--- config.mk ---
export PLATFORM = sky130hd
export DESIGN_NAME = dib_bitfield_pixel_unpack_core_flat
export DESIGN_NICKNAME = d
export VERILOG_FILES = /design/src/design/dbpu_pkg.sv /design/src/design/dbpu_if.sv /design/src/design/dbpu_mask_decode.sv /design/src/design/dbpu_chan_scale.sv /design/src/design/dib_bitfield_pixel_unpack_core.sv /design/src/flat_wrapper.sv
export VERILOG_INCLUDE_DIRS = /design/src /design/src/design
export SDC_FILE = /design/constraint.sdc
export NUM_CORES = 2
export LEC_CHECK = 0
export BUFFER_PORTS_ARGS = -buffer_cell sky130_fd_sc_hd__buf_2
export CAP_MARGIN = 20
export CORE_MARGIN = 10
export CORE_UTILIZATION = 67
export DETAILED_ROUTE_END_ITERATION = 7
export MAX_ROUTING_LAYER = met4
export PLACE_DENSITY = 0.9
export SLEW_MARGIN = 10
export SYNTH_ARGS = -nofsm -noshare
export SYNTH_HDL_FRONTEND = slang
export SYNTH_SLANG_ARGS = --single-unit
export TNS_END_PERCENT = 30
--- constraint.sdc ---
create_clock -name clk -period 14.7 [get_ports clk]
set_input_delay 4.41 -clock clk [delete_from_list [all_inputs] [get_ports clk]]
set_output_delay 4.41 -clock clk [all_outputs]
set_load 0.01 [all_outputs]
--- src/design/assert_macros.svh ---
// Assertion macros shared by the pixel unpack design files.
// Each macro expects signals named clk and rst in the module that uses it.
`ifndef ASSERT_MACROS_SVH
`define ASSERT_MACROS_SVH

// Property checked on every rising clock edge outside reset.
`define ASSERT_CLK(label, prop, msg) \
  label: assert property (@(posedge clk) disable iff (rst) (prop)) else $error(msg);

// Implication checked on every rising clock edge outside reset.
`define ASSERT_IMPL(label, pre, post, msg) \
  label: assert property (@(posedge clk) disable iff (rst) (pre) |-> (post)) else $error(msg);

// Implication whose consequent is checked in the cycle after the antecedent.
`define ASSERT_NEXT(label, pre, post, msg) \
  label: assert property (@(posedge clk) disable iff (rst) (pre) |=> (post)) else $error(msg);

`endif

--- src/design/dbpu_pkg.sv ---
// Shared constants for the bitmap pixel unpack block.
// No dependencies; used by every other design file except assert_macros.svh.
package dbpu_pkg;

  localparam int MAX_CHANNEL_BITS = 8;

  localparam int WORD_W      = 32;
  localparam int CHAN_W      = 8;
  localparam int CFG_INDEX_W = 3;
  localparam int CFG_DATA_W  = 32;

  // Configuration register indexes.
  localparam logic [CFG_INDEX_W-1:0] CFG_USE_BITFIELDS = 3'd0;
  localparam logic [CFG_INDEX_W-1:0] CFG_DEPTH_MODE    = 3'd1;
  localparam logic [CFG_INDEX_W-1:0] CFG_RED_MASK      = 3'd2;
  localparam logic [CFG_INDEX_W-1:0] CFG_GREEN_MASK    = 3'd3;
  localparam logic [CFG_INDEX_W-1:0] CFG_BLUE_MASK     = 3'd4;

  // Depth codes. The spare code behaves like 24 and 32 bit.
  localparam logic [1:0] DEPTH_16    = 2'd0;
  localparam logic [1:0] DEPTH_24    = 2'd1;
  localparam logic [1:0] DEPTH_32    = 2'd2;
  localparam logic [1:0] DEPTH_SPARE = 2'd3;

  // Masks in effect after reset and in plain 24 and 32 bit mode.
  localparam logic [WORD_W-1:0] MASK_RED_888   = 32'h00FF_0000;
  localparam logic [WORD_W-1:0] MASK_GREEN_888 = 32'h0000_FF00;
  localparam logic [WORD_W-1:0] MASK_BLUE_888  = 32'h0000_00FF;

  // Masks of plain 16 bit mode.
  localparam logic [WORD_W-1:0] MASK_RED_555   = 32'h0000_7C00;
  localparam logic [WORD_W-1:0] MASK_GREEN_555 = 32'h0000_03E0;
  localparam logic [WORD_W-1:0] MASK_BLUE_555  = 32'h0000_001F;

  localparam logic [CHAN_W-1:0] ALPHA_OPAQUE = 8'hFF;

endpackage

--- src/design/dbpu_if.sv ---
// Request channel interfaces for pixel words in and RGBA results out.
// Depends on dbpu_pkg for the field widths.
interface dbpu_pixel_in_if;
  logic                            valid;
  logic                            ready;
  logic [dbpu_pkg::WORD_W-1:0]     pixel_word;
  logic                            pixel_present;

  modport source (output valid, output pixel_word, output pixel_present, input ready);
  modport sink   (input valid, input pixel_word, input pixel_present, output ready);
endinterface

interface dbpu_pixel_out_if;
  logic                            valid;
  logic                            ready;
  logic [dbpu_pkg::CHAN_W-1:0]     red;
  logic [dbpu_pkg::CHAN_W-1:0]     green;
  logic [dbpu_pkg::CHAN_W-1:0]     blue;
  logic [dbpu_pkg::CHAN_W-1:0]     alpha;
  logic                            mask_error;

  modport source (output valid, output red, output green, output blue, output alpha,
                  output mask_error, input ready);
  modport sink   (input valid, input red, input green, input blue, input alpha,
                  input mask_error, output ready);
endinterface

--- src/design/dbpu_mask_decode.sv ---
// Reduces one channel mask to a shift, a field width and a scaling reciprocal.
// Depends on dbpu_pkg and assert_macros.svh; outputs are registered.
`include "assert_macros.svh"

module dbpu_mask_decode #(
  parameter int MaxBits = dbpu_pkg::MAX_CHANNEL_BITS,
  parameter int KW      = $clog2(MaxBits + 1),
  parameter int MW      = MaxBits + 11
) (
  input  logic                            clk,
  input  logic                            rst,
  input  logic [dbpu_pkg::WORD_W-1:0]     mask,
  output logic [4:0]                      shift,
  output logic [KW-1:0]                   width,
  output logic [MaxBits-1:0]              field_mask,
  output logic [MW-1:0]                   recip,
  output logic                            err
);

  localparam int TabDepth = 2 ** KW;

  logic [MW-1:0]                   recip_tab [TabDepth];
  logic [dbpu_pkg::WORD_W-1:0]     low_bit;
  logic [5:0]                      ones;
  logic [4:0]                      tz;
  logic                            contiguous;
  logic                            bad;
  logic [KW-1:0]                   width_next;
  logic [MaxBits-1:0]              fmask_next;

  // Reciprocal of 2*(2^k-1), scaled by 2^(2k+10), rounded up. That scale keeps
  // the product exact for every field value up to 2^k-1.
  for (genvar g = 0; g < TabDepth; g++) begin : g_recip
    if (g >= 1 && g <= MaxBits) begin : g_used
      localparam longint unsigned Div = 2 * ((64'd1 << g) - 64'd1);
      localparam longint unsigned Val = ((64'd1 << (2 * g + 10)) + Div - 64'd1) / Div;
      assign recip_tab[g] = MW'(Val);
    end else begin : g_unused
      assign recip_tab[g] = '0;
    end
  end

  always_comb begin
    low_bit    = mask & (~mask + 32'd1);
    // Adding the lowest set bit clears a contiguous run entirely.
    contiguous = ((mask + low_bit) & mask) == '0;
    ones = 6'($countones(mask));
    tz   = '0;
    for (int i = 0; i < dbpu_pkg::WORD_W; i++) begin
      if (low_bit[i]) begin
        tz = tz | 5'(i);
      end
    end
    bad        = (mask == '0) || !contiguous || (ones > 6'(MaxBits));
    width_next = bad ? '0 : KW'(ones);
    for (int i = 0; i < MaxBits; i++) begin
      fmask_next[i] = !bad && (i < int'(ones));
    end
  end

  always_ff @(posedge clk) begin
    shift      <= tz;
    width      <= width_next;
    field_mask <= fmask_next;
    recip      <= recip_tab[width_next];
    err        <= bad;
  end

  `ASSERT_IMPL(a_err_zero_scale, err, recip == '0 && field_mask == '0,
               "bad mask still scales a field")
  `ASSERT_IMPL(a_good_width, !err, width != '0 && int'(width) <= MaxBits,
               "good mask with illegal field width")

endmodule

--- src/design/dbpu_chan_scale.sv ---
// Extracts one channel field from a pixel word and scales it to eight bits.
// Depends on dbpu_pkg; driven by the registered output of dbpu_mask_decode.
module dbpu_chan_scale #(
  parameter int MaxBits = dbpu_pkg::MAX_CHANNEL_BITS,
  parameter int KW      = $clog2(MaxBits + 1),
  parameter int MW      = MaxBits + 11
) (
  input  logic [dbpu_pkg::WORD_W-1:0]     word,
  input  logic [4:0]                      shift,
  input  logic [KW-1:0]                   width,
  input  logic [MaxBits-1:0]              field_mask,
  input  logic [MW-1:0]                   recip,
  output logic [dbpu_pkg::CHAN_W-1:0]     value
);

  localparam int NW = MaxBits + 9;
  localparam int PW = NW + MW;
  localparam int SW = $clog2(PW);
  localparam logic [NW-1:0] Scale = NW'(510);

  logic [dbpu_pkg::WORD_W-1:0] shifted;
  logic [MaxBits-1:0]          field;
  logic [NW-1:0]               numer;
  logic [PW-1:0]               prod;
  logic [SW-1:0]               post_shift;

  // value = (field*510 + top) / (2*top), with top = 2^k-1 equal to field_mask.
  always_comb begin
    shifted    = word >> shift;
    field      = shifted[MaxBits-1:0] & field_mask;
    numer      = NW'(field) * Scale + NW'(field_mask);
    prod       = PW'(numer) * PW'(recip);
    post_shift = SW'({width, 1'b0}) + SW'(10);
    value      = dbpu_pkg::CHAN_W'(prod >> post_shift);
  end

endmodule

--- src/design/dib_bitfield_pixel_unpack_core.sv ---
// Turns a stream of 16, 24 or 32 bit bitmap pixel words into RGBA8888. One
// pixel request is accepted every clock cycle unless the output stalls. Each
// request is held in the input register, and its result is captured in the
// result register after mask extraction, a single multiply by a per-width
// reciprocal and a shift. The channel masks are decoded into registers after a
// configuration write, so a pixel should follow a write by at least one cycle.
// A mask that is zero, has gaps or is wider than MaxBits gives a zero channel
// and sets mask_error. Alpha is always 255.
// Depends on dbpu_pkg, dbpu_if, dbpu_mask_decode and dbpu_chan_scale.
`include "assert_macros.svh"

module dib_bitfield_pixel_unpack_core #(
  parameter int MaxBits = dbpu_pkg::MAX_CHANNEL_BITS
) (
  input  logic                                 clk,
  input  logic                                 rst,
  input  logic                                 cfg_write,
  input  logic [dbpu_pkg::CFG_INDEX_W-1:0]     cfg_index,
  input  logic [dbpu_pkg::CFG_DATA_W-1:0]      cfg_data,
  dbpu_pixel_in_if.sink                        pix_in,
  dbpu_pixel_out_if.source                     pix_out
);

  localparam int KW = $clog2(MaxBits + 1);
  localparam int MW = MaxBits + 11;

  // Configuration registers.
  logic                          use_bitfields;
  logic [1:0]                    depth_mode;
  logic [dbpu_pkg::WORD_W-1:0]   red_bits;
  logic [dbpu_pkg::WORD_W-1:0]   green_bits;
  logic [dbpu_pkg::WORD_W-1:0]   blue_bits;

  logic [dbpu_pkg::WORD_W-1:0]   mask_sel [3];
  logic [4:0]                    dec_shift [3];
  logic [KW-1:0]                 dec_width [3];
  logic [MaxBits-1:0]            dec_fmask [3];
  logic [MW-1:0]                 dec_recip [3];
  logic                          dec_err   [3];
  logic [dbpu_pkg::CHAN_W-1:0]   chan_val  [3];

  // Pipeline.
  logic                          in_valid_q;
  logic [dbpu_pkg::WORD_W-1:0]   word_q;
  logic                          out_valid_q;
  logic [dbpu_pkg::CHAN_W-1:0]   red_q;
  logic [dbpu_pkg::CHAN_W-1:0]   green_q;
  logic [dbpu_pkg::CHAN_W-1:0]   blue_q;
  logic                          err_q;
  logic                          out_adv;
  logic                          in_take;

  always_ff @(posedge clk) begin
    if (rst) begin
      use_bitfields <= 1'b0;
      depth_mode    <= dbpu_pkg::DEPTH_32;
      red_bits      <= dbpu_pkg::MASK_RED_888;
      green_bits    <= dbpu_pkg::MASK_GREEN_888;
      blue_bits     <= dbpu_pkg::MASK_BLUE_888;
    end else if (cfg_write) begin
      unique case (cfg_index)
        dbpu_pkg::CFG_USE_BITFIELDS: use_bitfields <= cfg_data[0];
        dbpu_pkg::CFG_DEPTH_MODE:    depth_mode    <= cfg_data[1:0];
        dbpu_pkg::CFG_RED_MASK:      red_bits      <= cfg_data;
        dbpu_pkg::CFG_GREEN_MASK:    green_bits    <= cfg_data;
        dbpu_pkg::CFG_BLUE_MASK:     blue_bits     <= cfg_data;
        default: ;
      endcase
    end
  end

  // Depth code three falls into the 8-8-8 masks like 24 and 32 bit.
  always_comb begin
    if (use_bitfields) begin
      mask_sel[0] = red_bits;
      mask_sel[1] = green_bits;
      mask_sel[2] = blue_bits;
    end else if (depth_mode == dbpu_pkg::DEPTH_16) begin
      mask_sel[0] = dbpu_pkg::MASK_RED_555;
      mask_sel[1] = dbpu_pkg::MASK_GREEN_555;
      mask_sel[2] = dbpu_pkg::MASK_BLUE_555;
    end else begin
      mask_sel[0] = dbpu_pkg::MASK_RED_888;
      mask_sel[1] = dbpu_pkg::MASK_GREEN_888;
      mask_sel[2] = dbpu_pkg::MASK_BLUE_888;
    end
  end

  for (genvar c = 0; c < 3; c++) begin : g_chan
    dbpu_mask_decode #(
      .MaxBits (MaxBits),
      .KW      (KW),
      .MW      (MW)
    ) u_decode (
      .clk        (clk),
      .rst        (rst),
      .mask       (mask_sel[c]),
      .shift      (dec_shift[c]),
      .width      (dec_width[c]),
      .field_mask (dec_fmask[c]),
      .recip      (dec_recip[c]),
      .err        (dec_err[c])
    );

    dbpu_chan_scale #(
      .MaxBits (MaxBits),
      .KW      (KW),
      .MW      (MW)
    ) u_scale (
      .word       (word_q),
      .shift      (dec_shift[c]),
      .width      (dec_width[c]),
      .field_mask (dec_fmask[c]),
      .recip      (dec_recip[c]),
      .value      (chan_val[c])
    );
  end

  assign out_adv      = !out_valid_q || pix_out.ready;
  assign in_take      = !in_valid_q || out_adv;
  assign pix_in.ready = in_take;

  always_ff @(posedge clk) begin
    if (rst) begin
      in_valid_q  <= 1'b0;
      out_valid_q <= 1'b0;
    end else begin
      if (in_take) begin
        in_valid_q <= pix_in.valid;
      end
      if (out_adv) begin
        out_valid_q <= in_valid_q;
      end
    end
  end

  always_ff @(posedge clk) begin
    if (pix_in.valid && in_take) begin
      word_q <= pix_in.pixel_present ? pix_in.pixel_word : '0;
    end
    if (out_adv && in_valid_q) begin
      red_q   <= chan_val[0];
      green_q <= chan_val[1];
      blue_q  <= chan_val[2];
      err_q   <= dec_err[0] || dec_err[1] || dec_err[2];
    end
  end

  assign pix_out.valid      = out_valid_q;
  assign pix_out.red        = red_q;
  assign pix_out.green      = green_q;
  assign pix_out.blue       = blue_q;
  assign pix_out.alpha      = dbpu_pkg::ALPHA_OPAQUE;
  assign pix_out.mask_error = err_q;

  `ASSERT_IMPL(a_result_has_source, $rose(out_valid_q), $past(in_valid_q),
               "result appeared without a request in the input register")
  `ASSERT_NEXT(a_stalled_request_kept, in_valid_q && !out_adv, in_valid_q,
               "request in the input register dropped during a stall")

endmodule
--- src/flat_wrapper.sv ---
// flat-port wrapper written by rule: the top's interface ports become plain ports
module dib_bitfield_pixel_unpack_core_flat 
#(
  parameter int MaxBits = dbpu_pkg::MAX_CHANNEL_BITS
)
  (clk, rst, cfg_write, cfg_index, cfg_data, pix_in_valid, pix_in_pixel_word, pix_in_pixel_present, pix_in_ready, pix_out_valid, pix_out_red, pix_out_green, pix_out_blue, pix_out_alpha, pix_out_mask_error, pix_out_ready);
  dbpu_pixel_in_if pix_in_i ();
  dbpu_pixel_out_if pix_out_i ();
  input  logic clk;
  input  logic rst;
  input  logic cfg_write;
  input  logic [dbpu_pkg::CFG_INDEX_W-1:0] cfg_index;
  input  logic [dbpu_pkg::CFG_DATA_W-1:0] cfg_data;
  input wire logic [$bits(pix_in_i.valid)-1:0] pix_in_valid;
  input wire logic [$bits(pix_in_i.pixel_word)-1:0] pix_in_pixel_word;
  input wire logic [$bits(pix_in_i.pixel_present)-1:0] pix_in_pixel_present;
  output wire logic [$bits(pix_in_i.ready)-1:0] pix_in_ready;
  output wire logic [$bits(pix_out_i.valid)-1:0] pix_out_valid;
  output wire logic [$bits(pix_out_i.red)-1:0] pix_out_red;
  output wire logic [$bits(pix_out_i.green)-1:0] pix_out_green;
  output wire logic [$bits(pix_out_i.blue)-1:0] pix_out_blue;
  output wire logic [$bits(pix_out_i.alpha)-1:0] pix_out_alpha;
  output wire logic [$bits(pix_out_i.mask_error)-1:0] pix_out_mask_error;
  input wire logic [$bits(pix_out_i.ready)-1:0] pix_out_ready;
  assign pix_in_i.valid = pix_in_valid;
  assign pix_in_i.pixel_word = pix_in_pixel_word;
  assign pix_in_i.pixel_present = pix_in_pixel_present;
  assign pix_in_ready = pix_in_i.ready;
  assign pix_out_valid = pix_out_i.valid;
  assign pix_out_red = pix_out_i.red;
  assign pix_out_green = pix_out_i.green;
  assign pix_out_blue = pix_out_i.blue;
  assign pix_out_alpha = pix_out_i.alpha;
  assign pix_out_mask_error = pix_out_i.mask_error;
  assign pix_out_i.ready = pix_out_ready;
  dib_bitfield_pixel_unpack_core #(.MaxBits(MaxBits)) u_core (.clk(clk), .rst(rst), .cfg_write(cfg_write), .cfg_index(cfg_index), .cfg_data(cfg_data), .pix_in(pix_in_i), .pix_out(pix_out_i));
endmodule
==> reports/metrics.yaml <==
ant_nets: 0
netlist_top_cells_area: "fa_1, ha_1, inv_1"
hold_viol_final: 0
dieArea_um2: 96800
fin_skew_ns: 0.0314
wl_mm: 172
grt_max_degree: 137
grt_pass1_wl_mm: 277
syn_area_um2: 56800
r2r_end: "u_core.pix_out.red[7]"
hp-class: "register to register"
fill_cells: 6463
drive_gt1_share_pct: 5.42
ys_ff_latch: 251
first_iter_violations: 4960
path_class: "register to register"
num_rows: 106
critPathMostFrequentCell: "fa_1"
synthCells: 6954
worstHoldStart: "u_core.blue_bits[31]"
tns_ns: 0
htreeDepth: 2
die-height_um: 311
worst_setup_path_end_kind: "register"
cts_tree: "yes"
r2r_cells: 50
routed_via_density: 6.25
nets: 8271
start_util_pct: 67.8
synth_compound_area_share_pct: 12.8
fmax_mhz: 72.8
synthArstFlopShare_pct: 0
startpoint_type: "register"
cp_slowest_cell: "dfxtp_1"
slew_violations: 0
antenna_found_initial: 7
seq_area_frac_synth_pct: 9.85
yosys.area.top_type: "fa_1"
core_um2: 83800
cts_made_buffers: 35
portBuffers: 99
syn_to_final_growth_pct: 4.13
grt_overflow_total: 0
die_width_um: 311
critPathTopFamily: "adder cells"
finalCriticalPeriod_ns: 13.73
io_pins: 108
synth-simple-area-share_pct: 19.8
crit_buf_inv: 9
whs_endpoint: "u_core.blue_bits[31]"
grt_pass1_vias: 52200
whs_path_depth: 2
tightest_slew_ns: 1.11
place_hpwl_mm: 140
vias: 50000
arrival_ns: 14.02
slowest_delay_ns: 0.63
synthXorXnorAreaFrac_pct: 2.65
synth-main-ff-cell: "dfxtp_1"
rsz0062_at_grt: "no"
cp_max_fo: 18
r2r-start: "u_core.g_chan[0].u_decode.shift[0]"
synth_top_area_share_pct: 27.4
cts_sinks: 251
cts-root-buf: "clkbuf_16"
yosys-mux-area-fraction_pct: 3.77
cts_setup_buffers: 0
netlist-cell-type-count: 107
period_share_pct: 93.4
status: "finished clean"
avgSynthCellArea_um2: 8.17
drt_pass1_iterations: 7
final_cell_mix: "inv_1, nand2_1, fa_1"
synth_top_family_by_area: "adder cells"
clk_latency_ns: 0.59
slew_headroom_pct: 25.7
r2r_setup_slack_ns: 0.97
synthAdderAreaFrac_pct: 40.3
clockBufferDepth: 3
cp.required_ns: 14.99
grt_usage_pct: 36.2
ys_warn_count: 0
max_cap_viol_count: 0
drt_drc_violations_left: 0
layout_commonest_cell: "inv_1"
synth_edf_count: 57
path_clk_slew_ns: 0.06
place_congestion: 1.04
wl_per_cell_um: 21.5
setup_viol: 0
[flip-flops by register name, indices dropped and copies added, names as in the netlist, 2 cells and up]
signal / flops
u_core.blue_bits: 32
u_core.depth_mode: 2
u_core.g_chan.u_decode.err: 3
u_core.g_chan.u_decode.field_mask: 24
u_core.g_chan.u_decode.recip: 39
u_core.g_chan.u_decode.shift: 15
u_core.g_chan.u_decode.width: 12
u_core.green_bits: 32
u_core.pix_out.blue: 8
u_core.pix_out.green: 8
u_core.pix_out.red: 8
u_core.red_bits: 32
u_core.word_q: 32
[area by class of cell]
| cell class | instances | area, um^2 | share of cell area, % |
|---|---|---|---|
| multi-input combinational | 5096 | 45100 | 76.3 |
| sequential | 251 | 5600 | 9.47 |
| inverter | 1276 | 4790 | 8.10 |
| tap | 1134 | 1420 | 2.40 |
| timing repair buffer | 173 | 1080 | 1.82 |
| clock buffer | 43 | 956 | 1.62 |
| clock inverter | 19 | 176 | 0.298 |
| antenna | 4 | 10.0 | 0.0169 |
[stage by stage]
step	cells	utilization, %	area [um^2]	hold slack, ns	worst slack [ns]
2_1_floorplan	6961	-	56800	0.432	1.95
3_3_place_gp	7925	69.1	57900	0.441	1.14
3_5_place_dp	7926	69.2	58000	0.442	0.738
4_1_cts	7988	70.5	59100	0.450	0.726
5_1_grt	7995	70.6	59200	0.466	0.124
6_report	7996	70.6	59200	0.452	0.965
[tightest hold or removal path: stages, from the launching register on]
cell and delay, ns:
dfxtp_1 0.30, nand2_1 0.05, a21oi_1 0.05
[worst max path at each step]
| stage | from | end | cells after the start |
|---|---|---|---|
| 3_5_place_dp | u_core.g_chan[2].u_decode.shift[3] | u_core.pix_out.blue[7] | 47 |
| 5_1_grt | u_core.g_chan[0].u_decode.shift[0] | u_core.pix_out.red[7] | 49 |
| 3_3_place_gp | u_core.g_chan[2].u_decode.shift[3] | u_core.pix_out.blue[3] | 48 |
| 4_1_cts | u_core.g_chan[2].u_decode.shift[3] | u_core.pix_out.blue[7] | 47 |
| 6_report | u_core.g_chan[0].u_decode.shift[0] | u_core.pix_out.red[7] | 50 |
| 2_1_floorplan | u_core.g_chan[2].u_decode.shift[0] | u_core.pix_out.blue[3] | 50 |
[routing by layer]
metal	up-vias	routed length, um	GRT usage [%]
met5	-	0	-
met1	24200	64500	42.7
met4	0	10000	17.6
met2	2713	80400	58.6
li1	22500	-	-
met3	680	16900	7.40
[synth_stat cells (all sizes together), types with 14 or more instances]
cell type,instances
a21o,41
xnor2,114
a211o,26
edfxtp,57
nand3b,31
and3,54
nor4,43
ha,588
and2,431
o22ai,18
a21oi,348
nor2,328
o21a,25
xor2,58
or3,25
o211ai,46
mux4,34
a211oi,60
o21bai,24
nor3b,22
or4,16
nand3,111
nand4,65
mux2i,96
a2111oi,14
dfxtp,194
nor3,111
nor2b,82
a21boi,16
mux2,37
a31oi,49
fa,777
inv,1273
nand2,818
or2,15
o31ai,29
clkbuf,274
o21ai,262
buf,64
nand2b,51
[cells by family (layout without fill, tap and decap cells)]
kind of cell,Yosys count,after routing
simple gates,2251,2251
compound gates,1133,1133
xor+xnor,172,172
buf+inv,1614,1511
flops,251,251
mux,167,167
fa+ha+maj,1365,1365
other cells,1,12
[timing repair]
action                     4_1_cts  5_1_grt
hold buffers                     0        0
resized for setup                0        3
setup endpoints to repair        0        7
Power is left out: the tool's default activity adds up to more than one toggle a clock period on the data nets, which glitch-free logic cannot reach.
